<file path="config.mk">
export PLATFORM = sky130hd
export DESIGN_NAME = lpkv_queue
export DESIGN_NICKNAME = d
export VERILOG_FILES = /design/src/design/lpkv_pkg.sv /design/src/design/lpkv_queue.sv
export SDC_FILE = /design/constraint.sdc
export NUM_CORES = 1
export LEC_CHECK = 0
export BUFFER_PORTS_ARGS = -buffer_cell sky130_fd_sc_hd__buf_4
export CORE_UTILIZATION = 35
export CTS_CLUSTER_DIAMETER = 100
export DETAILED_ROUTE_END_ITERATION = 6
export GPL_ROUTABILITY_DRIVEN = 1
export SYNTH_ARGS = -nofsm -noshare
export SYNTH_HDL_FRONTEND = slang
export SYNTH_SLANG_ARGS = --single-unit
export TNS_END_PERCENT = 20
</file>
<file path="constraint.sdc">
create_clock -name clk -period 21.9 [get_ports clk]
set_clock_uncertainty 0.15 [all_clocks]
set_input_delay 4.38 -clock clk [delete_from_list [all_inputs] [get_ports clk]]
set_output_delay 4.38 -clock clk [all_outputs]
set_load 0.02 [all_outputs]
</file>
<file path="src/design/lpkv_pkg.sv">
// Package for the linear probing key/value table: request kinds, status codes,
// slot marks and the queue entry type shared by the front end and the probe engine.
// No dependencies.
package lpkv_pkg;

	// Number of slots; a power of two, so the home slot is the low bits of the hash.
	localparam int TABLE_DEPTH = 256;

	typedef enum logic [1:0] {
		KIND_GET = 2'd0,
		KIND_PUT = 2'd1,
		KIND_DEL = 2'd2,
		KIND_BAD = 2'd3
	} kind_t;

	typedef enum logic [1:0] {
		ST_OK      = 2'd0,
		ST_MISSING = 2'd1,
		ST_FULL    = 2'd2,
		ST_SPARE   = 2'd3
	} status_t;

	typedef enum logic [1:0] {
		MARK_EMPTY   = 2'd0,
		MARK_FILLED  = 2'd1,
		MARK_DELETED = 2'd2,
		MARK_SPARE   = 2'd3
	} mark_t;

	// One classified request: canonical key and value plus the full DJB2 hash.
	typedef struct packed {
		kind_t       kind;
		logic [63:0] key;
		logic [63:0] value;
		logic [63:0] hash;
	} req_t;

	// Clear bytes past the first zero byte or past nbytes.
	function automatic logic [63:0] canon_bytes(input logic [63:0] x, input int nbytes);
		logic [63:0] r;
		logic        stop;
		r    = '0;
		stop = 1'b0;
		for (int i = 0; i < 8; i++) begin
			if (i >= nbytes || x[8*i +: 8] == 8'd0)
				stop = 1'b1;
			if (!stop)
				r[8*i +: 8] = x[8*i +: 8];
		end
		return r;
	endfunction

endpackage

</file>
<file path="src/design/lpkv_queue.sv">
// Two-entry request queue between the front end and the probe engine.
// Depends on lpkv_pkg.
module lpkv_queue
	import lpkv_pkg::*;
(
	input  logic clk,
	input  logic arst_n,
	input  logic wr_valid,
	output logic wr_ready,
	input  req_t wr_data,
	output logic rd_valid,
	input  logic rd_ready,
	output req_t rd_data
);

	req_t       mem_q [2];
	logic       wp_q, rp_q;
	logic [1:0] cnt_q;
	logic       push, pop;

	assign wr_ready = (cnt_q != 2'd2);
	assign rd_valid = (cnt_q != 2'd0);
	assign rd_data  = mem_q[rp_q];
	assign push     = wr_valid && wr_ready;
	assign pop      = rd_valid && rd_ready;

	// Entry storage.
	always_ff @(posedge clk) begin
		if (push)
			mem_q[wp_q] <= wr_data;
	end

	// Pointers and fill count.
	always_ff @(posedge clk or negedge arst_n) begin
		if (!arst_n) begin
			wp_q  <= 1'b0;
			rp_q  <= 1'b0;
			cnt_q <= '0;
		end else begin
			if (push)
				wp_q <= ~wp_q;
			if (pop)
				rp_q <= ~rp_q;
			cnt_q <= cnt_q + {1'b0, push} - {1'b0, pop};
		end
	end

endmodule

</file>
==> summary.txt, run 1 <==
Hold path
  – Hold endpoint: cnt_q[0]
  – Worst min path class: reg -> reg
  – Hold Startpoint: cnt_q[0]
  – Hold path depth: 1

Job
  – Max-cap violations: 0

Final layout
  – Share of cells above drive strength 1: between 60% and 70%
  – Layout fillers: roughly 3600
  – Fin nets: between 1000 and 1500
  – Fin area: around 0.020 sq mm
  – Area Overhead vs Synth: 32.0%
  – Fin cells: between 1500 and 2000
  – Ant diodes: 0

Worst setup path
  – Crit end category: output pin
  – Flop2flop setup slack: around 19 ns
  – Startpoint class of the critical path: flop
  – Critical Path RT: roughly 17 ns
  – R2R Path Start: cnt_q[1]
  – Top delay family on crit path: buffers and inverters
  – Worst r2r dst: mem_q[0][123]
  – R2R depth: 5
  – Slowest CP cell: buf_4
  – Worst path arrival time: around 3.6 ns
  – Bufs and invs on worst path: 3
  – Most numerous cell on the critical path: buf_4
  – Crit-path cells: buf_4, buf_4, mux2_4, buf_4
  – Max stage delay on crit path: approximately 0.9 ns
  – CP max FO: 61
  – Worst setup path category: reg -> out

Die
  – Row count: 75
  – Die Span X: 208 um
  – Die Ht: between 200 and 250 um
  – Ports: approximately 390
  – Die area: 0.0432 sq mm
  – Starting Density: roughly 35%
  – Core area: approximately 0.042 sq mm

Status
  – Status: finished, final reports clean

Route
  – Routed vias/inst: 4.44
  – Iteration-0 DRC Markers: 339
  – DRT Pass-1 Iters: 4
  – Final ANT Viol Nets: 0
  – DR vias: a little over 7000
  – Final WL: 30700 um
  – DRC: 0
  – Drt wl/cell: ~19 um

Pwr
  – Leak Pwr: around 7.7 nW
  – Clock share of power: 23.5%
  – Net Sw Power: between 0.8 and 0.9 mW
  – Comb pwr share: a little under two fifths
  – Peak VDD IR: 0.0000831 V
  – Switching Share: 31.2%
  – P per Cell Area: 140 mW/mm^2
  – Pint: between 1.5 and 2 mW
  – Seq pwr share: 39.3%
  – Power Total: around 2.7 mW

Clocking
  – CTS clk-pin slew, worst paths: approximately 0.060 ns
  – CTS tree: yes
  – Clock latency at the later pin of the worst-skew pair: between 0.5 and 0.6 ns
  – Hold bufs inserted after CTS: 0
  – Root Buffer Master: clkbuf_16
  – Clk buf depth: 3
  – H-tree depth: 2
  – CTS sink count: approximately 390
  – Post-CTS setup buffers: 0
  – Num CTS Buffers: 42
  – CTS resizes: 0

Yosys
  – Post-synth top area share: 78.6%
  – Register area share after synthesis: between 70% and 80%
  – Cells after synthesis: a little over 600
  – Synth top area cells: edfxtp_1 79%, mux2_4 15%, mux2_2 3.3%
  – Post-Syn Nets: about 820
  – Warnings from Yosys: 0
  – Count of state elements after synthesis: ~390
  – Synth Area per Inst: about 24 sq um
  – Synthesized area: ~0.015 sq mm
  – Distinct cells, synth: 16
  – Yosys top cell by area: edfxtp_1

GRT
  – Initial antenna violation count: 0
  – Vias in the first global route: approximately 7400
  – GRT overflow: 0
  – First-pass GRT wire length: 44900 um
  – GRT Overall Usage: roughly 14%
  – Pin count of the biggest net entering global routing: 70

Timing
  – Tcrit/Tclk final: approximately 37%
  – Max frequency: 123 MHz
  – RSZ-0062 raised after global routing: false
  – Slew Viols, Final: 0
  – Setup Viol. Count Final: 0
  – Count of final hold-check violations: 0
  – Measured slew at the worst slew-check pin: approximately 1.1 ns
  – Headroom to the max-slew limit: between 20% and 30%
  – Setup tns final: 0 ns
  – Minimum clock period: a little over 8 ns

Place
  – # placed instances: roughly 1500
  – Post-DP Area: approximately 0.018 sq mm
  – Post-DP HPWL: around 21000 um
  – PortBufs: between 300 and 400
  – Final weighted congestion in routability-driven placement: 0.770
area by class of cell:
type                            count  area, sq um  share of cell area [%]
Clock inverter                     24          109                   0.556
Timing Repair Buffer              402         3020                    15.4
Inverter                            1         3.75                  0.0192
Tap cell                          539          674                    3.45
Sequential cell                   392        11800                    60.1
Clock buffer                       51         1150                    5.87
Multi-Input combinational cell    206         2850                    14.6
power groups by stage:
stage                     clock [mW]  combinational [mW]  sequential (mW)
after detailed placement           0                1.04             1.09
after floorplan                    0               0.690             1.12
after CTS                      0.665                1.04             1.08
final                          0.643                1.02             1.08
after global routing           0.694                1.07             1.09
after global placement             0                1.03             1.09
cells in the mapped netlist:
cell      count
and2_1        1
and3_1        1
buf_2         4
buf_6        18
dfrtp_1       4
edfxtp_1    388
ha_1          2
inv_1         1
mux2_2       44
mux2_4      150
nand2_1       1
nand2b_1      1
nor2_1        1
or2_2         1
xnor2_1       3
xor2_1        1
worst max path at each step:
stage | startpoint | endpoint | slack [ns] | depth (start not counted)
after floorplan | wr_valid | mem_q[0][0] | 8.47 | 2
after global placement | rp_q | rd_data[116] | 14.36 | 4
after detailed placement | rp_q | rd_data[76] | 14.28 | 4
after CTS | rp_q | rd_data[76] | 13.67 | 4
after global routing | rp_q | rd_data[40] | 13.56 | 4
final | rp_q | rd_data[68] | 13.76 | 4
placed cells by master, fill, tap and decap left out, types with 2 or more instances in the layout:
cell type and count:
buf_4 402, clkbuf_1 6, clkbuf_16 45, clkinv_1 15
clkinv_2 7, dfrtp_1 3, edfxtp_1 388, ha_1 2
mux2_2 44, mux2_4 150, xnor2_1 3
logic make-up after synthesis:
family                     share of synthesized area, %
adders and majority gates                         0.169
xor gates and xnor gates                          0.236
DFF                                                79.3
buffers and inverters                              1.53
muxes                                              18.5
and+or+nand+nor                                   0.220
worst register-to-register path, delay by kind of cell, from the launching register on:
family / cells / cell delay (ns)
simple gates: 3 / 0.99
flops: 1 / 0.40
buf+inv: 2 / 1.34
per-stage QoR:
step | hold WS (ns) | utilization, % | worst slack, ns
after floorplan | 0.311 | - | 8.47
after global placement | 0.346 | 43.7 | 14.36
after detailed placement | 0.365 | 43.7 | 14.28
after CTS | 0.378 | 46.7 | 13.67
after global routing | 0.399 | 46.7 | 13.56
final | 0.378 | 46.7 | 13.76
sequential cells by signal, summed over array words and instances (netlist names):
| signal | count |
|---|---|
| cnt_q | 2 |
| mem_q | 388 |
| rp_q | 1 |
| wp_q | 1 |
routing by layer:
metal  vias up  track usage [%]  wire length, um
li1       3326                -                -
met1      3516             16.8            12300
met2       278             23.0            15200
met3        48             4.81             2490
met4         0             5.49              719
met5         -                0                0
Note: power is estimated with default switching activity, not from simulation.
==> run 2, diff against run 1 <==
ABC_AREA = 1   (was default)
clock period = 6.7 ns   (was 21.9 ns; I/O delays follow)
==> summary.txt, run 2 <==
Clocking
  – Root Buffer Master: clkbuf_16
  – Num CTS Buffers: 42
  – Hold bufs inserted after CTS: 0
  – Post-CTS setup buffers: 0
  – CTS tree: yes
  – H-tree depth: 2
  – CTS clk-pin slew, worst paths: approximately 0.05 ns
  – CTS sink count: between 300 and 400
  – CTS resizes: 0
  – Clk buf depth: 3
  – Clock latency at the later pin of the worst-skew pair: about 0.55 ns

Place
  – # placed instances: slightly below 2000
  – Post-DP HPWL: ~21000 um
  – PortBufs: about 390
  – Final weighted congestion in routability-driven placement: roughly 0.75

Yosys
  – Synth Area in Compound Gates: 0%
  – Warnings from Yosys: 0
  – Multiplexer area fraction after synthesis: 0%
  – Count of state elements after synthesis: between 300 and 400
  – Synth Area in Simple Gates: 15.7%
  – Ys async rst share: under 10%
  – Post-Syn Nets: 1245
  – Commonest cells post-synth: 595 x nand2_1, 388 x edfxtp_1, 22 x buf_2
  – Yosys top cell by area: edfxtp_1
  – Register area share after synthesis: 81.7%
  – Largest family of logic cells by synthesized area: simple AND/OR/NAND/NOR gates
  – Synthesized area: 0.0144 sq mm
  – Distinct cells, synth: 11
  – Cells after synthesis: about 1000
  – Synth Area in XOR/XNOR: 0%
  – Synth top area cells: edfxtp_1 81%, nand2_1 16%, buf_6 0.94%
  – Synth Area per Inst: around 14 sq um
  – Synth Flop Type: edfxtp_1
  – Adder-cell share of the synthesized area: less than 1%
  – Post-synth EDFFs: approximately 390
  – Cell with the most instances after synthesis: nand2_1
  – Post-synth top area share: between 80 and 90%

Final layout
  – Share of cells above drive strength 1: between 30% and 40%
  – Most common cell after layout, fill and taps aside: nand2_1
  – Commonest cells after routing, fill and taps aside: 595 x nand2_1, 398 x buf_4, 388 x edfxtp_1, 43 x clkbuf_16, 12 x clkbuf_1
  – Fin cells: roughly 2000
  – Reg with most FFs: mem_q
  – Layout fillers: between 3000 and 4000
  – Biggest regs: mem_q x388, cnt_q x2
  – Fin nets: around 1600
  – Ant diodes: 0
  – Area Overhead vs Synth: 32.5%
  – Max FFs per register: between 300 and 400

Timing
  – RSZ-0062 raised after global routing: false
  – Setup Viol. Count Final: 0
  – Slew Viols, Final: 0
  – Setup tns final: 0 ns
  – Measured slew at the worst slew-check pin: 0.852 ns
  – Minimum clock period: 4.45 ns
  – Max frequency: 225 MHz
  – Count of final hold-check violations: 0
  – Headroom to the max-slew limit: between 40 and 50%
  – Tcrit/Tclk final: about two thirds

Pwr
  – Power Total: roughly 9 mW
  – Switching Share: 36.2%
  – Net Sw Power: 3.25 mW
  – P per Cell Area: around 470 mW/mm^2
  – Peak VDD IR: between 0.0003 and 0.0004 V
  – Pint: between 5 and 6 mW
  – Leak Pwr: ~8 nW
  – Comb pwr share: between 30% and 40%
  – Clock share of power: approximately a quarter
  – Seq pwr share: approximately two fifths

Route
  – Final WL: 32900 um
  – DR vias: between 8000 and 9000
  – DRC: 0
  – Drt wl/cell: 16.4 um
  – Routed vias/inst: between 4 and 5
  – DRT Pass-1 Iters: 4
  – Final ANT Viol Nets: 0
  – Iteration-0 DRC Markers: 440

Worst setup path
  – Slowest CP cell: dfrtp_4
  – Max stage delay on crit path: roughly 0.73 ns
  – Crit-path cells: inv_6, buf_4, nand2_1, nand2_1, buf_4
  – Crit end category: output pin
  – Worst setup path category: reg -> out
  – Worst path arrival time: 2.96 ns
  – CP max FO: between 70 and 80
  – Critical Path RT: ~5.2 ns
  – Startpoint class of the critical path: flop

Die
  – Die Ht: 205 um
  – Row count: 73
  – Core area: about 0.04 sq mm
  – Die area: 0.0419 sq mm
  – Starting Density: 35.9%
  – Die Span X: just over 200 um
  – Ports: just under 400

Status
  – Status: finished, final reports clean

GRT
  – Vias in the first global route: between 8000 and 9000
  – GRT overflow: 0
  – Pin count of the biggest net entering global routing: about 120
  – GRT Overall Usage: 15.4%
  – First-pass GRT wire length: between 40000 and 50000 um
  – Initial antenna violation count: 0

Hold path
  – Worst min path class: reg -> reg

Job
  – Max-cap violations: 0
run 2: stage by stage:
| step | instance area, sq um | util, % | setup WS [ns] | hold WS, ns |
|---|---|---|---|---|
| after floorplan | 14400 | - | 0.821 | 0.292 |
| after global placement | 17800 | 44.3 | 2.76 | 0.304 |
| after detailed placement | 17800 | 44.3 | 2.77 | 0.310 |
| after CTS | 19000 | 47.5 | 2.16 | 0.324 |
| after global routing | 19000 | 47.5 | 2.00 | 0.373 |
| final | 19000 | 47.5 | 2.25 | 0.322 |
run 2: kinds of logic after synthesis:
kind of cell	Yosys count
fa+ha+maj	2
simple gates	599
buf+inv	52
flops	392
run 2: layout make-up:
class	count	area, sq um	share of cell area, %
Clock buffer	55	1120	5.89
Sequential cell	392	11800	61.7
Timing Repair Buffer	400	3030	15.9
Multi-Input combinational cell	601	2280	12.0
Tap cell	525	657	3.45
Clock inverter	19	151	0.795
Inverter	9	46.3	0.243
run 2: worst paths after layout:
check,startpoint,to,slack (ns),cells past startpoint
setup / recovery,rp_q,rd_data[56],2.25,5
hold / removal,wp_q,wp_q,0.32,2
setup reg to reg,cnt_q[1],mem_q[1][132],4.09,4
hold reg to reg,wp_q,wp_q,0.32,2
max in group asynchronous,arst_n,rp_q,5.85,1
min in group asynchronous,arst_n,rp_q,0.43,1
run 2: power groups by stage:
| stage | combinational (mW) | clock, mW | sequential [mW] |
|---|---|---|---|
| 6_report | 3.31 | 2.16 | 3.51 |
| 5_1_grt | 3.61 | 2.30 | 3.57 |
| 4_1_cts | 3.39 | 2.23 | 3.52 |
| 3_5_place_dp | 3.38 | 0 | 3.57 |
| 3_3_place_gp | 3.36 | 0 | 3.55 |
| 2_1_floorplan | 2.00 | 0 | 3.56 |
run 2: routing by layer:
metal / wire [um] / up-vias / GRT usage [%]
met4: 665 / 0 / 4.80
met5: 0 / - / 0
met3: 3680 / 46 / 7.11
li1: - / 4326 / -
met1: 13300 / 4130 / 18.8
met2: 15200 / 304 / 24.2
run 2: critical path, delay by kind of cell (launching register included):
family,cells,cell delay (ns)
buf+inv,3,1.36
flops,1,0.73
simple gates,2,0.26
