===== config.mk =====
export PLATFORM = sky130hd
export DESIGN_NAME = lpkv_front
export DESIGN_NICKNAME = d
export VERILOG_FILES = /design/src/design/lpkv_pkg.sv /design/src/design/lpkv_front.sv
export SDC_FILE = /design/constraint.sdc
export NUM_CORES = 1
export LEC_CHECK = 0
export BUFFER_PORTS_ARGS = -buffer_cell sky130_fd_sc_hd__buf_2
export CAP_MARGIN = 15
export CORE_MARGIN = 2
export CORE_UTILIZATION = 45
export CTS_BUF_LIST = sky130_fd_sc_hd__clkbuf_8
export DETAILED_ROUTE_END_ITERATION = 8
export PLACE_DENSITY = 0.7
export SLEW_MARGIN = 10
export SYNTH_ARGS = -nofsm -noshare
export SYNTH_HDL_FRONTEND = slang
export SYNTH_SLANG_ARGS = --single-unit
export TNS_END_PERCENT = 20

===== constraint.sdc =====
create_clock -name clk -period 5.1 [get_ports clk]
set_input_delay 0.51 -clock clk [delete_from_list [all_inputs] [get_ports clk]]
set_output_delay 0.51 -clock clk [all_outputs]
set_load 0.1 [all_outputs]

===== src/design/lpkv_pkg.sv =====
// Package for the linear probing key/value table: request kinds, status codes,
// slot marks and the queue entry type shared by the front end and the probe engine.
// No dependencies.
package lpkv_pkg;

	// Number of slots; a power of two, so the home slot is the low bits of the hash.
	localparam int TABLE_DEPTH = 256;

	typedef enum logic [1:0] {
		KIND_GET = 2'd0,
		KIND_PUT = 2'd1,
		KIND_DEL = 2'd2,
		KIND_BAD = 2'd3
	} kind_t;

	typedef enum logic [1:0] {
		ST_OK      = 2'd0,
		ST_MISSING = 2'd1,
		ST_FULL    = 2'd2,
		ST_SPARE   = 2'd3
	} status_t;

	typedef enum logic [1:0] {
		MARK_EMPTY   = 2'd0,
		MARK_FILLED  = 2'd1,
		MARK_DELETED = 2'd2,
		MARK_SPARE   = 2'd3
	} mark_t;

	// One classified request: canonical key and value plus the full DJB2 hash.
	typedef struct packed {
		kind_t       kind;
		logic [63:0] key;
		logic [63:0] value;
		logic [63:0] hash;
	} req_t;

	// Clear bytes past the first zero byte or past nbytes.
	function automatic logic [63:0] canon_bytes(input logic [63:0] x, input int nbytes);
		logic [63:0] r;
		logic        stop;
		r    = '0;
		stop = 1'b0;
		for (int i = 0; i < 8; i++) begin
			if (i >= nbytes || x[8*i +: 8] == 8'd0)
				stop = 1'b1;
			if (!stop)
				r[8*i +: 8] = x[8*i +: 8];
		end
		return r;
	endfunction

endpackage


===== src/design/lpkv_front.sv =====
// Front end: canonicalizes key and value and hashes the key one byte per cycle.
// Depends on lpkv_pkg.
module lpkv_front
	import lpkv_pkg::*;
#(
	parameter int KEY_BYTES   = 8,
	parameter int VALUE_BYTES = 8
) (
	input  logic        clk,
	input  logic        arst_n,
	input  logic        in_valid,
	output logic        in_ready,
	input  logic [1:0]  in_kind,
	input  logic [63:0] in_key,
	input  logic [63:0] in_value,
	output logic        req_valid,
	input  logic        req_ready,
	output req_t        req
);

	typedef enum logic [1:0] {F_IDLE, F_HASH, F_DONE} fstate_t;

	fstate_t     state_q;
	req_t        req_q;
	logic [2:0]  byte_q;

	assign in_ready  = (state_q == F_IDLE);
	assign req_valid = (state_q == F_DONE);
	assign req       = req_q;

	// Hash walk: h = h*33 + byte while bytes are nonzero.
	always_ff @(posedge clk or negedge arst_n) begin
		if (!arst_n) begin
			state_q <= F_IDLE;
			byte_q  <= '0;
		end else begin
			unique case (state_q)
				F_IDLE: begin
					if (in_valid) begin
						req_q.kind  <= kind_t'(in_kind);
						req_q.key   <= canon_bytes(in_key, KEY_BYTES);
						req_q.value <= canon_bytes(in_value, VALUE_BYTES);
						req_q.hash  <= 64'd5381;
						byte_q      <= '0;
						state_q     <= F_HASH;
					end
				end
				F_HASH: begin
					if (req_q.key[{byte_q, 3'b000} +: 8] == 8'd0) begin
						state_q <= F_DONE;
					end else begin
						req_q.hash <= (req_q.hash << 5) + req_q.hash
							+ {56'd0, req_q.key[{byte_q, 3'b000} +: 8]};
						byte_q <= byte_q + 3'd1;
						if (byte_q == 3'd7)
							state_q <= F_DONE;
					end
				end
				F_DONE: begin
					if (req_ready)
						state_q <= F_IDLE;
				end
				default: state_q <= F_IDLE;
			endcase
		end
	end

endmodule


==> results of run 1 <==
==> sequential cells by signal, summed over array words and instances, names as in the netlist <==
name	flops
req	194
byte_q	3
state_q	2
==> stage by stage <==
step	setup WS (ns)	hold slack, ns	utilization, %	std cells	area, um2
floorplan	0.690	0.214	-	1140	12600
finish	0.516	0.186	54.0	1824	15000
global route	0.275	0.162	54.0	1824	15000
detailed placement	0.553	0.353	52.5	1791	14500
global placement	0.641	0.348	52.5	1791	14500
CTS	0.526	0.159	54.0	1824	15000
==> cells by family (layout without fill, tap and decap cells) <==
logic type      count (synthesis)  count (layout)  synth area share, %
xor+xnor                       52              52                 3.61
mux                            28              28                 3.87
simple gates                  417             417                 17.3
compound gates                230             230                 12.4
fa+ha+maj                     128             128                 12.9
flops                         199             199                 47.2
buf+inv                        86             392                 2.67
==> per-layer routing <==
metal	GRT usage (%)	up-vias	wire length, um
met3	4.88	52	2140
met1	29.1	4889	14100
met4	8.40	4	986
li1	-	4840	-
met2	45.2	355	19000
met5	0	-	22
==> worst max-delay path, stage by stage, from the launching register on <==
cell,delay [ns]
sky130_fd_sc_hd__dfrtp_1,0.81
sky130_fd_sc_hd__mux4_2,0.40
sky130_fd_sc_hd__mux2i_1,0.29
sky130_fd_sc_hd__inv_1,0.10
sky130_fd_sc_hd__fa_1,0.44
sky130_fd_sc_hd__ha_1,0.40
sky130_fd_sc_hd__and3_1,0.24
sky130_fd_sc_hd__a41oi_2,0.20
sky130_fd_sc_hd__o31ai_4,0.30
sky130_fd_sc_hd__a31oi_2,0.21
sky130_fd_sc_hd__o21ai_4,0.27
sky130_fd_sc_hd__a21oi_2,0.13
sky130_fd_sc_hd__and4_1,0.22
sky130_fd_sc_hd__or3_1,0.33
==> cells in the mapped netlist (all sizes together), types with 2 or more instances <==
library cell / number / area share, %
edfxtp: 194 / 46
ha: 124 / 12
and2: 101 / 5.0
nor2: 94 / 2.9
a21oi: 79 / 3.3
nand2: 71 / 2.1
clkbuf: 49 / 1.5
o21ai: 49 / 2.1
nor4: 29 / 1.4
nand4: 26 / 1.3
xnor2: 26 / 1.8
xor2: 26 / 1.8
nor2b: 25 / 1.2
inv: 24 / 0.71
a21o: 21 / 1.3
nand3: 19 / 0.75
mux4: 16 / 2.9
nor3: 15 / 0.60
buf: 13 / 0.50
o21bai: 13 / 0.77
nand2b: 11 / 0.55
a211oi: 8 / 0.48
o21a: 8 / 0.48
a21boi: 7 / 0.51
a31oi: 7 / 0.45
and3: 7 / 0.35
mux2: 6 / 0.54
mux2i: 6 / 0.48
o31ai: 6 / 0.51
or4: 6 / 0.36
dfrtp: 5 / 0.99
or2: 5 / 0.25
a221oi: 4 / 0.33
fa: 4 / 0.63
or3: 4 / 0.20
o211ai: 3 / 0.18
o221ai: 3 / 0.40
o22ai: 3 / 0.15
a2111oi: 2 / 0.14
a211o: 2 / 0.14
a221o: 2 / 0.16
a311oi: 2 / 0.14
nand3b: 2 / 0.12
o41a: 2 / 0.26
==> cell type report <==
| type | instances | area [um2] |
|---|---|---|
| Inverter | 24 | 90.1 |
| Multi-Input combinational cell | 855 | 6330 |
| Timing Repair Buffer | 336 | 1700 |
| Clock inverter | 15 | 185 |
| Clock buffer | 17 | 234 |
| Sequential cell | 199 | 5950 |
| Fill cell | 2497 | 12700 |
| Tap cell | 378 | 473 |
==> path summary, 6_finish.rpt <==
path,from,to,slack [ns],depth (start not counted)
hold / removal,in_value[7],req[71],0.19,1
min in group asynchronous,arst_n,byte_q[0],0.37,2
hold reg to reg,state_q[1],state_q[1],0.62,2
max in group asynchronous,arst_n,byte_q[2],4.56,2
setup reg to reg,byte_q[1],req[54],0.52,13
setup / recovery,byte_q[1],req[54],0.52,13
==> what timing repair did <==
| action | CTS | global route |
|---|---|---|
| hold endpoints to repair | 5 | 0 |
| buffers inserted | 0 | 0 |
| hold buffers | 1 | 0 |
==> results.md, run 1 <==
Status:
- The run finished with clean final reports.

Timing:
- After layout, the worst path uses between 80% and 90% of the clock period.
- The number of max-slew violations in the final report is 0.
- The number of endpoints failing setup at the final stage is 0.
- The worst clock skew on the final layout is between 0.02 and 0.025 ns.
- The max-slew headroom at the worst pin is around two fifths.
- Setup repair after global routing left no endpoint under its margin.
- For the pin with the worst max-slew slack, the measured transition is 0.910 ns.
- The post-route minimum period is 4.58 ns.
- The achievable clock frequency is 218 MHz.
- The final total negative setup slack is 0 ns.
- The number of hold violations in the final report is 0.

Routing:
- The first routing iteration left about 700 violations.
- The final route contains 10140 vias.
- The average wire length per cell after detail routing is ~20 um.
- The total wire length is around 36 mm.
- The pre-antenna-repair detailed-routing pass consisted of 5 iterations.
- The remaining number of nets flagged by the antenna check after routing is 0.
- In the routed design, unresolved DRC markers number 0.
- Using the TritonRoute via totals, the vias-per-cell ratio works out to 5.56.

Synthesis:
- The number of warnings reported in the yosys synthesis log is 0.
- For this run, the register share of the synthesized area comes to 47.2%.
- The mapped netlist covers 0.0126 mm2.
- The netlist uses 74 different library cells.
- The synthesized design contains between 150 and 200 enable-type register cells.
- Counting every net in the synthesized netlist gives around 1400.
- The synthesized design contains a little under 200 register bits.
- The average footprint of a synthesized cell is 11.1 um2.
- Synthesis handed over a netlist of between 1000 and 1500 instances.
- Of all flip-flops after synthesis, the portion carrying an async set or reset was ~2.5%.
- The dominant register cell in the synthesized netlist is sky130_fd_sc_hd__edfxtp_1.

Cells and area:
- The antenna diode instance count is 0.
- In the final design database the tool counted approximately 1700 nets.
- In the layout the commonest cells are 329 x sky130_fd_sc_hd__buf_2, 194 x sky130_fd_sc_hd__edfxtp_1, 124 x sky130_fd_sc_hd__ha_1.
- Of the cells placed in the final design, the portion with a size suffix greater than 1 is between 20 and 30%.
- The area growth from synthesis to layout is 18.7%.
- The most common library cell in the layout ignoring fill and taps is sky130_fd_sc_hd__buf_2.

Worst setup path:
- For the worst setup path, the data arrival time is 4.82 ns.
- The worst-path maximum fanout is 18.
- The kind of end point of the critical path is a flop.
- The category of the critical setup timing path is flop to flop.
- The startpoint class of the critical path is a flop.
- At the worst endpoint, the required time is ~5.3 ns.

Clocking:
- The tree built by TritonCTS fans out to around 200 sinks.
- The clock tree from TritonCTS is yes.
- The number of gates resized after CTS was 0.
- The depth of the CTS H-tree is 4.
- The source-to-sink clock delay at the later pin of the worst-skew pair is about 0.50 ns.
- The total CTS buffers is 17.
- The clock root buffer is sky130_fd_sc_hd__clkbuf_8.
- The clock-pin slew of the registers on the worst-case setup and hold paths is between 0.1 and 0.15 ns.
- The maximum buffer depth of the clock tree is 2.

GRT:
- The final global-route overflow total is 0.
- The global routing usage summed across all routing layers is between 20% and 30%.
- The number of global-route vias before repair was ~10000.
- The number of antenna violations at the first check in global routing is 2.
- The wire length of the first global-routing pass is 55.4 mm.
- The pin count of the biggest net entering global routing is slightly below 70.

Die:
- Once the floorplan was initialized, standard cells occupied between 40 and 50% of the core.
- The area of the core is between 0.02 and 0.03 mm2.
- The height of the die is approximately 170 um.
- The floorplan step defined a die boundary enclosing between 0.02 and 0.03 mm2.
- During I/O placement, the number of pins put on the boundary was 330.
- Measured along the x axis, the die boundary spans between 150 and 200 um.
- Row generation in the floorplan step produced 61 rows.

Job:
- Across the run, the number of max-cap violations was 0.

Placed design:
- The post-DP HPWL is approximately 29 mm.
- The count of buffers added on input and output ports is around 330.
- The weighted congestion reported at the end of routability-driven placement is 0.886.

Worst hold path:
- The min-delay analysis places its worst path in the category primary input to flop.
Power of run 1 is not shown: default switching activity piles up to over one toggle a cycle in this logic, so the estimate is an artifact.
==> run 2, diff against run 1 <==
ABC_AREA = 1   (was default)
PLACE_DENSITY = 0.68   (was 0.7)
==> results.md, run 2 <==
Synthesis:
- Sorting the synthesized cells by how often they occur yields 605 x sky130_fd_sc_hd__nand2_1, 418 x sky130_fd_sc_hd__inv_1, 333 x sky130_fd_sc_hd__nor2_1.
- The most area-hungry cell type in the Yosys netlist is sky130_fd_sc_hd__edfxtp_1.
- By area, the combinational part of the netlist is dominated by simple AND/OR/NAND/NOR gates.
- The share of synthesized area spent on multiplexers came to 0% (-3.9 points).
- The area of the mapped netlist is 0.0147 mm2 (+17%).
- The count of state elements after synthesis is 199 (unchanged).
- The adder-cell share of the synthesized area is 11.1% (-1.9 points).
- The share of the synthesized area in compound gates (AO/OA/AOI/OAI) is 5.82% (-6.6 points).
- The number of different library cells in the post-synthesis netlist is 40 (-46%).
- The top-area cell type share of the netlist area is 39.6% (-6.6 points).
- The share of synthesized area occupied by flip-flops and latches is 40.4% (-6.8 points).
- The dominant register cell in the synthesized netlist is sky130_fd_sc_hd__edfxtp_1.
- The most frequent cell after synthesis is sky130_fd_sc_hd__nand2_1.
- The post-synthesis cell count is 2048 (+80%).
- After synthesis, the cell types taking the most area are sky130_fd_sc_hd__edfxtp_1 40%, sky130_fd_sc_hd__nand2_1 15%, sky130_fd_sc_hd__inv_1 11%, sky130_fd_sc_hd__ha_1 11%, sky130_fd_sc_hd__nor2_1 8.5%.
- The net count after synthesis is 2310 (+65%).
- The average footprint of a synthesized cell is 7.19 um2 (-35%).
- The number of warnings reported in the yosys synthesis log is 0 (unchanged).
- The async set-reset flop share out of synthesis is 2.51% (unchanged).
- The count of flip-flops with a built-in enable after synthesis came to 194 (unchanged).
- The area fraction in and, or, nand and nor cells after synthesis came to 30.4% (+13 points).
- The area share of xor/xnor cells in the synthesized design came to 0.178% (-3.4 points).

Worst setup path:
- The slowest cell on the critical path is sky130_fd_sc_hd__dfrtp_1.
- The register-to-register path setup slack came to 1.12 ns (+0.60 ns).
- Among the stages of the critical path, the cell type that occurs most often is sky130_fd_sc_hd__nand3_1.
- The longest individual stage delay on the worst path is 0.63 ns (-0.18 ns).
- The data required time at the worst endpoint was 5.38 ns (+0.04 ns).
- The length in cells of the worst reg-to-reg path is 20 (+7).
- The worst register-to-register path begins at byte_q[0].
- The worst setup path is captured at a flop.
- The data arrival time at the worst-slack endpoint is 4.26 ns (-0.56 ns).
- The worst setup path is launched from a flop.
- The worst setup path is of the flop to flop kind.
- The worst register-to-register path ends at req[61].
- The worst-path maximum fanout came to 23 (+5).
- The critical path goes through buf_4, nor2_1, nor2_1, o21ai_1, nand3_1, o21ai_2, inv_1, ha_1, ha_1, fa_1, nand3_1, nand3_1, nand3_1, nand3_1, nand2_1, nand2_1, nand2_1, nand3_1, nand2_1, nor2_1.

Clocking:
- The depth of the CTS H-tree is 4 (unchanged).
- The clock-pin slew of the registers on the worst-case setup and hold paths came to 0.12 ns (about the same).
- The clock sink total was 199 (unchanged).
- The clock root buffer is sky130_fd_sc_hd__clkbuf_8.
- The post-cts sizing count is 0 (unchanged).
- The total setup buffers inserted after CTS came to 0 (unchanged).
- The maximum buffer depth of the clock tree is 2 (unchanged).
- The clock tree from TritonCTS is yes.
- The source-to-sink clock delay at the later pin of the worst-skew pair is 0.52 ns (+0.02 ns).
- The total CTS buffers is 17 (unchanged).

Die:
- The height of the die is 185 um (+7.9%).
- The number of core rows is 66 (+8.2%).
- The initial core utilization is 45.5% (about the same).
- The area of the core is 0.0324 mm2 (+17%).
- The total die area was 0.0342 mm2 (+16%).
- The number of ports placed on the die boundary is 330 (unchanged).
- The die outline width is 185 um (+7.9%).

Cells and area:
- The final instance area came to 0.0172 mm2 (+15%).
- The flip-flop count of the largest register after layout came to 194 (unchanged).
- The most common library cell in the layout ignoring fill and taps is sky130_fd_sc_hd__nand2_1.
- The filler cell count was 3278 (+31%).
- The area growth from synthesis to layout is 16.9%.
- The share of layout cells above drive strength 1 is 17.1% (-12 points).
- The final layout net count is 2631 (+55%).
- In the layout the commonest cells are 605 x sky130_fd_sc_hd__nand2_1, 419 x sky130_fd_sc_hd__inv_1, 331 x sky130_fd_sc_hd__nor2_1.

Worst hold path:
- The beginning of the worst hold path is in_kind[1].
- The class of the worst hold path is primary input to flop.
- The number of instances on the worst hold path was 1 (unchanged).
- The path with the worst hold slack has its endpoint at req[193].

Routing:
- The detail-routed via count per cell was 4.95 (-11%).
- The total via count after detailed routing is 13970 (+38%).
- The total wire length is 47.8 mm (+32%).
- The starting DRC count in detailed routing is 1166 (+66%).
- The first-pass iteration count of the detailed router was 8 (+3).
- The remaining number of nets flagged by the antenna check after routing is 0 (unchanged).
- The average wire length per cell after detail routing is 16.9 um (-15%).
- The post-route DRC violation count is 0 (unchanged).

Placed design:
- The post-place setup slack is 1.19 ns (+0.636 ns).
- The number of port buffers is 329 (unchanged).
- The weighted congestion reported at the end of routability-driven placement is 1.04 (+18%).
- The post-DP HPWL was 39.2 mm (+34%).
- The area after detailed placement was 0.0168 mm2 (+15%).

Timing:
- The number of max-slew violations in the final report was 0 (unchanged).
- The number of hold violations in the final report was 0 (unchanged).
- The worst clock skew on the final layout is 0.0204 ns (-0.00247 ns).
- The setup slack of the critical path after layout was 1.12 ns (+0.601 ns).
- The max-slew headroom at the worst pin is 33.0% (-6.3 points).
- The number of endpoints failing setup at the final stage came to 0 (unchanged).
- The post-route minimum period is 3.98 ns (-0.601 ns).
- Setup repair after global routing left no endpoint under its margin.
- The final total negative setup slack is 0 ns (unchanged).
- The achievable clock frequency was 251 MHz (+15%).
- The final critical-path share of the clock period is 78.1% (-12 points).
- The measured slew at the worst slew-check pin came to 1.00 ns (+0.0946 ns).

GRT:
- The pin count of the biggest net entering global routing is 79 (+16%).
- The number of global-route vias before repair is 13381 (+34%).
- The wire length of the first global-routing pass is 71.9 mm (+30%).
- The final global-route overflow total is 0 (unchanged).
- The number of antenna violations at the first check in global routing came to 2 (unchanged).
- The global routing usage summed across all routing layers was 28.0% (+3.2 points).

Job:
- The total of max-cap violations is 0 (unchanged).

Status:
- The run finished with clean final reports.
## run 2: cell count changes in the layout (fill, tap and decap cells not counted), moves of 56 or more
cell and delta:
sky130_fd_sc_hd__nand2_1 +535, sky130_fd_sc_hd__nor2_1 +239, sky130_fd_sc_hd__inv_1 +396, sky130_fd_sc_hd__and2_1 -95, sky130_fd_sc_hd__nand3_1 +56
## run 2: repair_timing
action                                  4_1_cts  5_1_grt
endpoints found under the setup margin        0        0
endpoints found under the hold margin         5        0
hold buffers                                  1        0
## run 2: routing by layer
| layer | up-vias | wire length [um] | GRT usage (%) |
|---|---|---|---|
| li1 | 7035 | - | - |
| met1 | 6256 | 19100 | 33.3 |
| met2 | 573 | 23200 | 48.8 |
| met3 | 104 | 3440 | 5.52 |
| met4 | 2 | 2010 | 12.7 |
| met5 | - | 13 | 0 |
## run 2: per-stage QoR
stage	utilization (%)	hold WS, ns	instances
3_3_place_gp	51.9	0.344	2791
4_1_cts	53.2	0.132	2824
5_1_grt	53.2	0.139	2824
6_report	53.2	0.159	2825
3_5_place_dp	51.9	0.345	2791
2_1_floorplan	-	0.214	2048
## run 2: worst max-delay path by stage
stage                from      end  slack [ns]  depth (start not counted)
2_1_floorplan  state_q[0]   req[0]       -0.82                          3
3_3_place_gp    byte_q[0]  req[61]        1.26                         20
3_5_place_dp    byte_q[0]  req[61]        1.19                         20
4_1_cts         byte_q[0]  req[61]        1.16                         20
5_1_grt         byte_q[0]  req[57]        0.84                         20
6_report        byte_q[0]  req[61]        1.12                         20
## run 2: logic make-up (layout without fill, tap and decap cells)
family	Yosys count	count (layout)
other cells	0	1
flops	199	199
xor+xnor	3	3
compound gates	166	166
buf+inv	456	790
simple gates	1096	1096
fa+ha+maj	128	128
## run 2: cell type report
class	count	area, um2	area share, %
inverters	423	1590	9.26
multi-input cells	1393	7010	40.7
well taps	442	553	3.21
clock inverters	15	170	0.989
repair buffers	335	1690	9.85
clock buffers	17	234	1.36
flip-flops and latches	199	5950	34.6
diodes	1	2.50	0.0145
## run 2: worst max-delay path, delay by kind of cell (launching register included)
kind            cells  cell delay, ns
flops               1            0.63
buf+inv             2            0.41
compound gates      2            0.16
fa+ha+maj           3            0.95
simple gates       13            1.59
Power of run 2 is left out for the same reason.
==> run 3, diff against run 2 <==
ABC_AREA = 0   (was 1)
PLACE_DENSITY = 0.7   (was 0.68)
clock period = 3.7 ns   (was 5.1 ns; I/O delays follow)
==> results.md, run 3 (synthesized netlist as in run 1, its figures left out) <==
GRT:
- The global routing usage summed across all routing layers is 25.8% (-2.2 points).
- The wire length of the first global-routing pass was 57.2 mm (-20%).
- The number of global-route vias before repair came to 10510 (-21%).
- The pin count of the biggest net entering global routing came to 56 (-29%).
- The final global-route overflow total came to 0 (unchanged).
- The number of antenna violations at the first check in global routing is 0 (-2).

Timing:
- Setup repair after global routing could not meet its margin everywhere.
- The worst clock skew on the final layout is 0.0172 ns (-0.00317 ns).
- The number of max-slew violations in the final report is 0 (unchanged).
- The post-route minimum period is 4.21 ns (+0.230 ns).
- The number of hold violations in the final report was 0 (unchanged).
- The max-slew headroom at the worst pin was 48.7% (+16 points).
- The final total negative setup slack is -15.06 ns (-15.06 ns).
- The number of endpoints failing setup at the final stage is 52 (+52).
- The measured slew at the worst slew-check pin is 0.750 ns (-0.255 ns).
- The achievable clock frequency is 237 MHz (-5.5%).
- The setup slack of the critical path after layout is -0.513 ns (-1.63 ns).
- The final critical-path share of the clock period is 114% (+36 points).

Clocking:
- The depth of the CTS H-tree is 4 (unchanged).
- TritonCTS built the clock tree.
- The clock root buffer is sky130_fd_sc_hd__clkbuf_8.
- The clock sink total came to 199 (unchanged).
- The source-to-sink clock delay at the later pin of the worst-skew pair is 0.49 ns (-0.03 ns).
- The maximum buffer depth of the clock tree is 2 (unchanged).
- The clock-pin slew of the registers on the worst-case setup and hold paths is 0.12 ns (about the same).
- The total CTS buffers was 17 (unchanged).

Cells and area:
- The area growth from synthesis to layout is 32.0%.
- The final layout net count is 1834 (-30%).
- The filler cell count is 2312 (-29%).
- The antenna diode instance count is 0 (-1).
- The most common library cell in the layout ignoring fill and taps is sky130_fd_sc_hd__buf_2.
- The flip-flop count of the largest register after layout was 194 (unchanged).
- The top cell types in the final layout, fill and taps aside, are 329 x sky130_fd_sc_hd__buf_2, 194 x sky130_fd_sc_hd__edfxtp_1, 131 x sky130_fd_sc_hd__buf_4.
- The share of layout cells above drive strength 1 is 39.7% (+23 points).

Worst setup path:
- The kind of end point of the critical path is a flop.
- The data arrival time at the worst-slack endpoint was 4.56 ns (+0.30 ns).
- STA classifies the critical path startpoint as a flop.
- The data required time at the worst endpoint is 4.05 ns (-1.33 ns).
- The worst-path maximum fanout is 6 (-74%).
- The critical path is of the flop to flop type.

Worst hold path:
- The tightest min-delay check is of the primary input to flop type.

Routing:
- The detail-routed via count per cell is 5.44 (+10%).
- The starting DRC count in detailed routing is 769 (-34%).
- The average wire length per cell after detail routing was 19.8 um (+17%).
- The total wire length is 38.8 mm (-19%).
- The remaining number of nets flagged by the antenna check after routing is 0 (unchanged).
- The post-route DRC violation count is 0 (unchanged).
- The total via count after detailed routing is 10687 (-24%).
- The first-pass iteration count of the detailed router is 5 (-3).

Die:
- The number of ports placed on the die boundary is 330 (unchanged).
- The area of the core is 0.0277 mm2 (-14%).
- The height of the die is 171 um (-7.3%).
- The number of core rows is 61 (-7.6%).
- The initial core utilization is 45.5% (about the same).
- The total die area came to 0.0294 mm2 (-14%).
- The die outline width is 171 um (-7.3%).

Job:
- The total of max-cap violations is 0 (unchanged).

Placed design:
- The weighted congestion reported at the end of routability-driven placement was 0.894 (-14%).
- The post-DP HPWL came to 30.7 mm (-22%).
- The number of port buffers is 329 (unchanged).

Status:
- The run finished, with violations left.
- The checks that failed: setup timing.
==> run 3: critical path: stages, from the launching register on <==
cell	delay, ns
sky130_fd_sc_hd__dfrtp_1	0.44
sky130_fd_sc_hd__buf_4	0.14
sky130_fd_sc_hd__buf_4	0.10
sky130_fd_sc_hd__buf_6	0.11
sky130_fd_sc_hd__mux4_2	0.54
sky130_fd_sc_hd__mux2i_4	0.19
sky130_fd_sc_hd__fa_1	0.45
sky130_fd_sc_hd__inv_2	0.09
sky130_fd_sc_hd__ha_4	0.16
sky130_fd_sc_hd__o21a_1	0.12
sky130_fd_sc_hd__o21a_1	0.15
sky130_fd_sc_hd__a31oi_2	0.11
sky130_fd_sc_hd__o41a_4	0.40
sky130_fd_sc_hd__o221ai_4	0.22
sky130_fd_sc_hd__a21oi_4	0.10
sky130_fd_sc_hd__o31a_1	0.35
sky130_fd_sc_hd__o31ai_2	0.21
sky130_fd_sc_hd__mux2i_1	0.20
==> run 3: worst paths after layout <==
path | startpoint | endpoint | slack, ns | depth (start not counted)
max | byte_q[0] | req[56] | -0.51 | 17
min | in_kind[0] | req[192] | 0.06 | 1
max reg2reg | byte_q[0] | req[56] | -0.51 | 17
min reg2reg | state_q[1] | state_q[1] | 0.64 | 2
max in group asynchronous | arst_n | byte_q[2] | 3.30 | 2
min in group asynchronous | arst_n | state_q[1] | 0.24 | 2
==> run 3: metal layers <==
layer / vias up / GRT usage (%) / share of wire [%]
li1: 5105 / - / -
met1: 5184 / 29.9 / 38
met2: 354 / 48.7 / 55
met3: 44 / 4.81 / 5.4
met4: 0 / 6.37 / 1.6
met5: - / 0 / 0
==> run 3: per-stage QoR <==
step                      cell area (um2)  worst slack (ns)  cells  hold WS [ns]  utilization, %
after detailed placement            15500            -0.677   1904         0.214            55.8
after global placement              15500            -0.602   1904         0.217            55.8
after floorplan                     12600            -0.635   1140        0.0744               -
after global routing                16600            -0.631   1963        0.0256            60.1
final                               16600            -0.513   1963        0.0565            60.1
after CTS                           16400            -0.452   1952        0.0263            59.1
==> run 3: timing repair <==
action | 4_1_cts | 5_1_grt
resized for setup | 83 | 35
endpoints found under the hold margin | 5 | 0
hold buffers | 1 | 0
setup endpoints to repair | 54 | 54
cloned | 0 | 0
setup buffers | 15 | 12
pin swaps | 47 | 37
==> run 3: area by class of cell <==
cell class / count / area [um2] / area share, %
multi-input cells: 855 / 6930 / 41.6
clock inverters: 15 / 134 / 0.804
well taps: 378 / 473 / 2.84
inverters: 24 / 90.1 / 0.541
repair buffers: 475 / 2840 / 17.0
flip-flops and latches: 199 / 5950 / 35.7
clock buffers: 17 / 234 / 1.41
Power of run 3 is left out for the same reason.
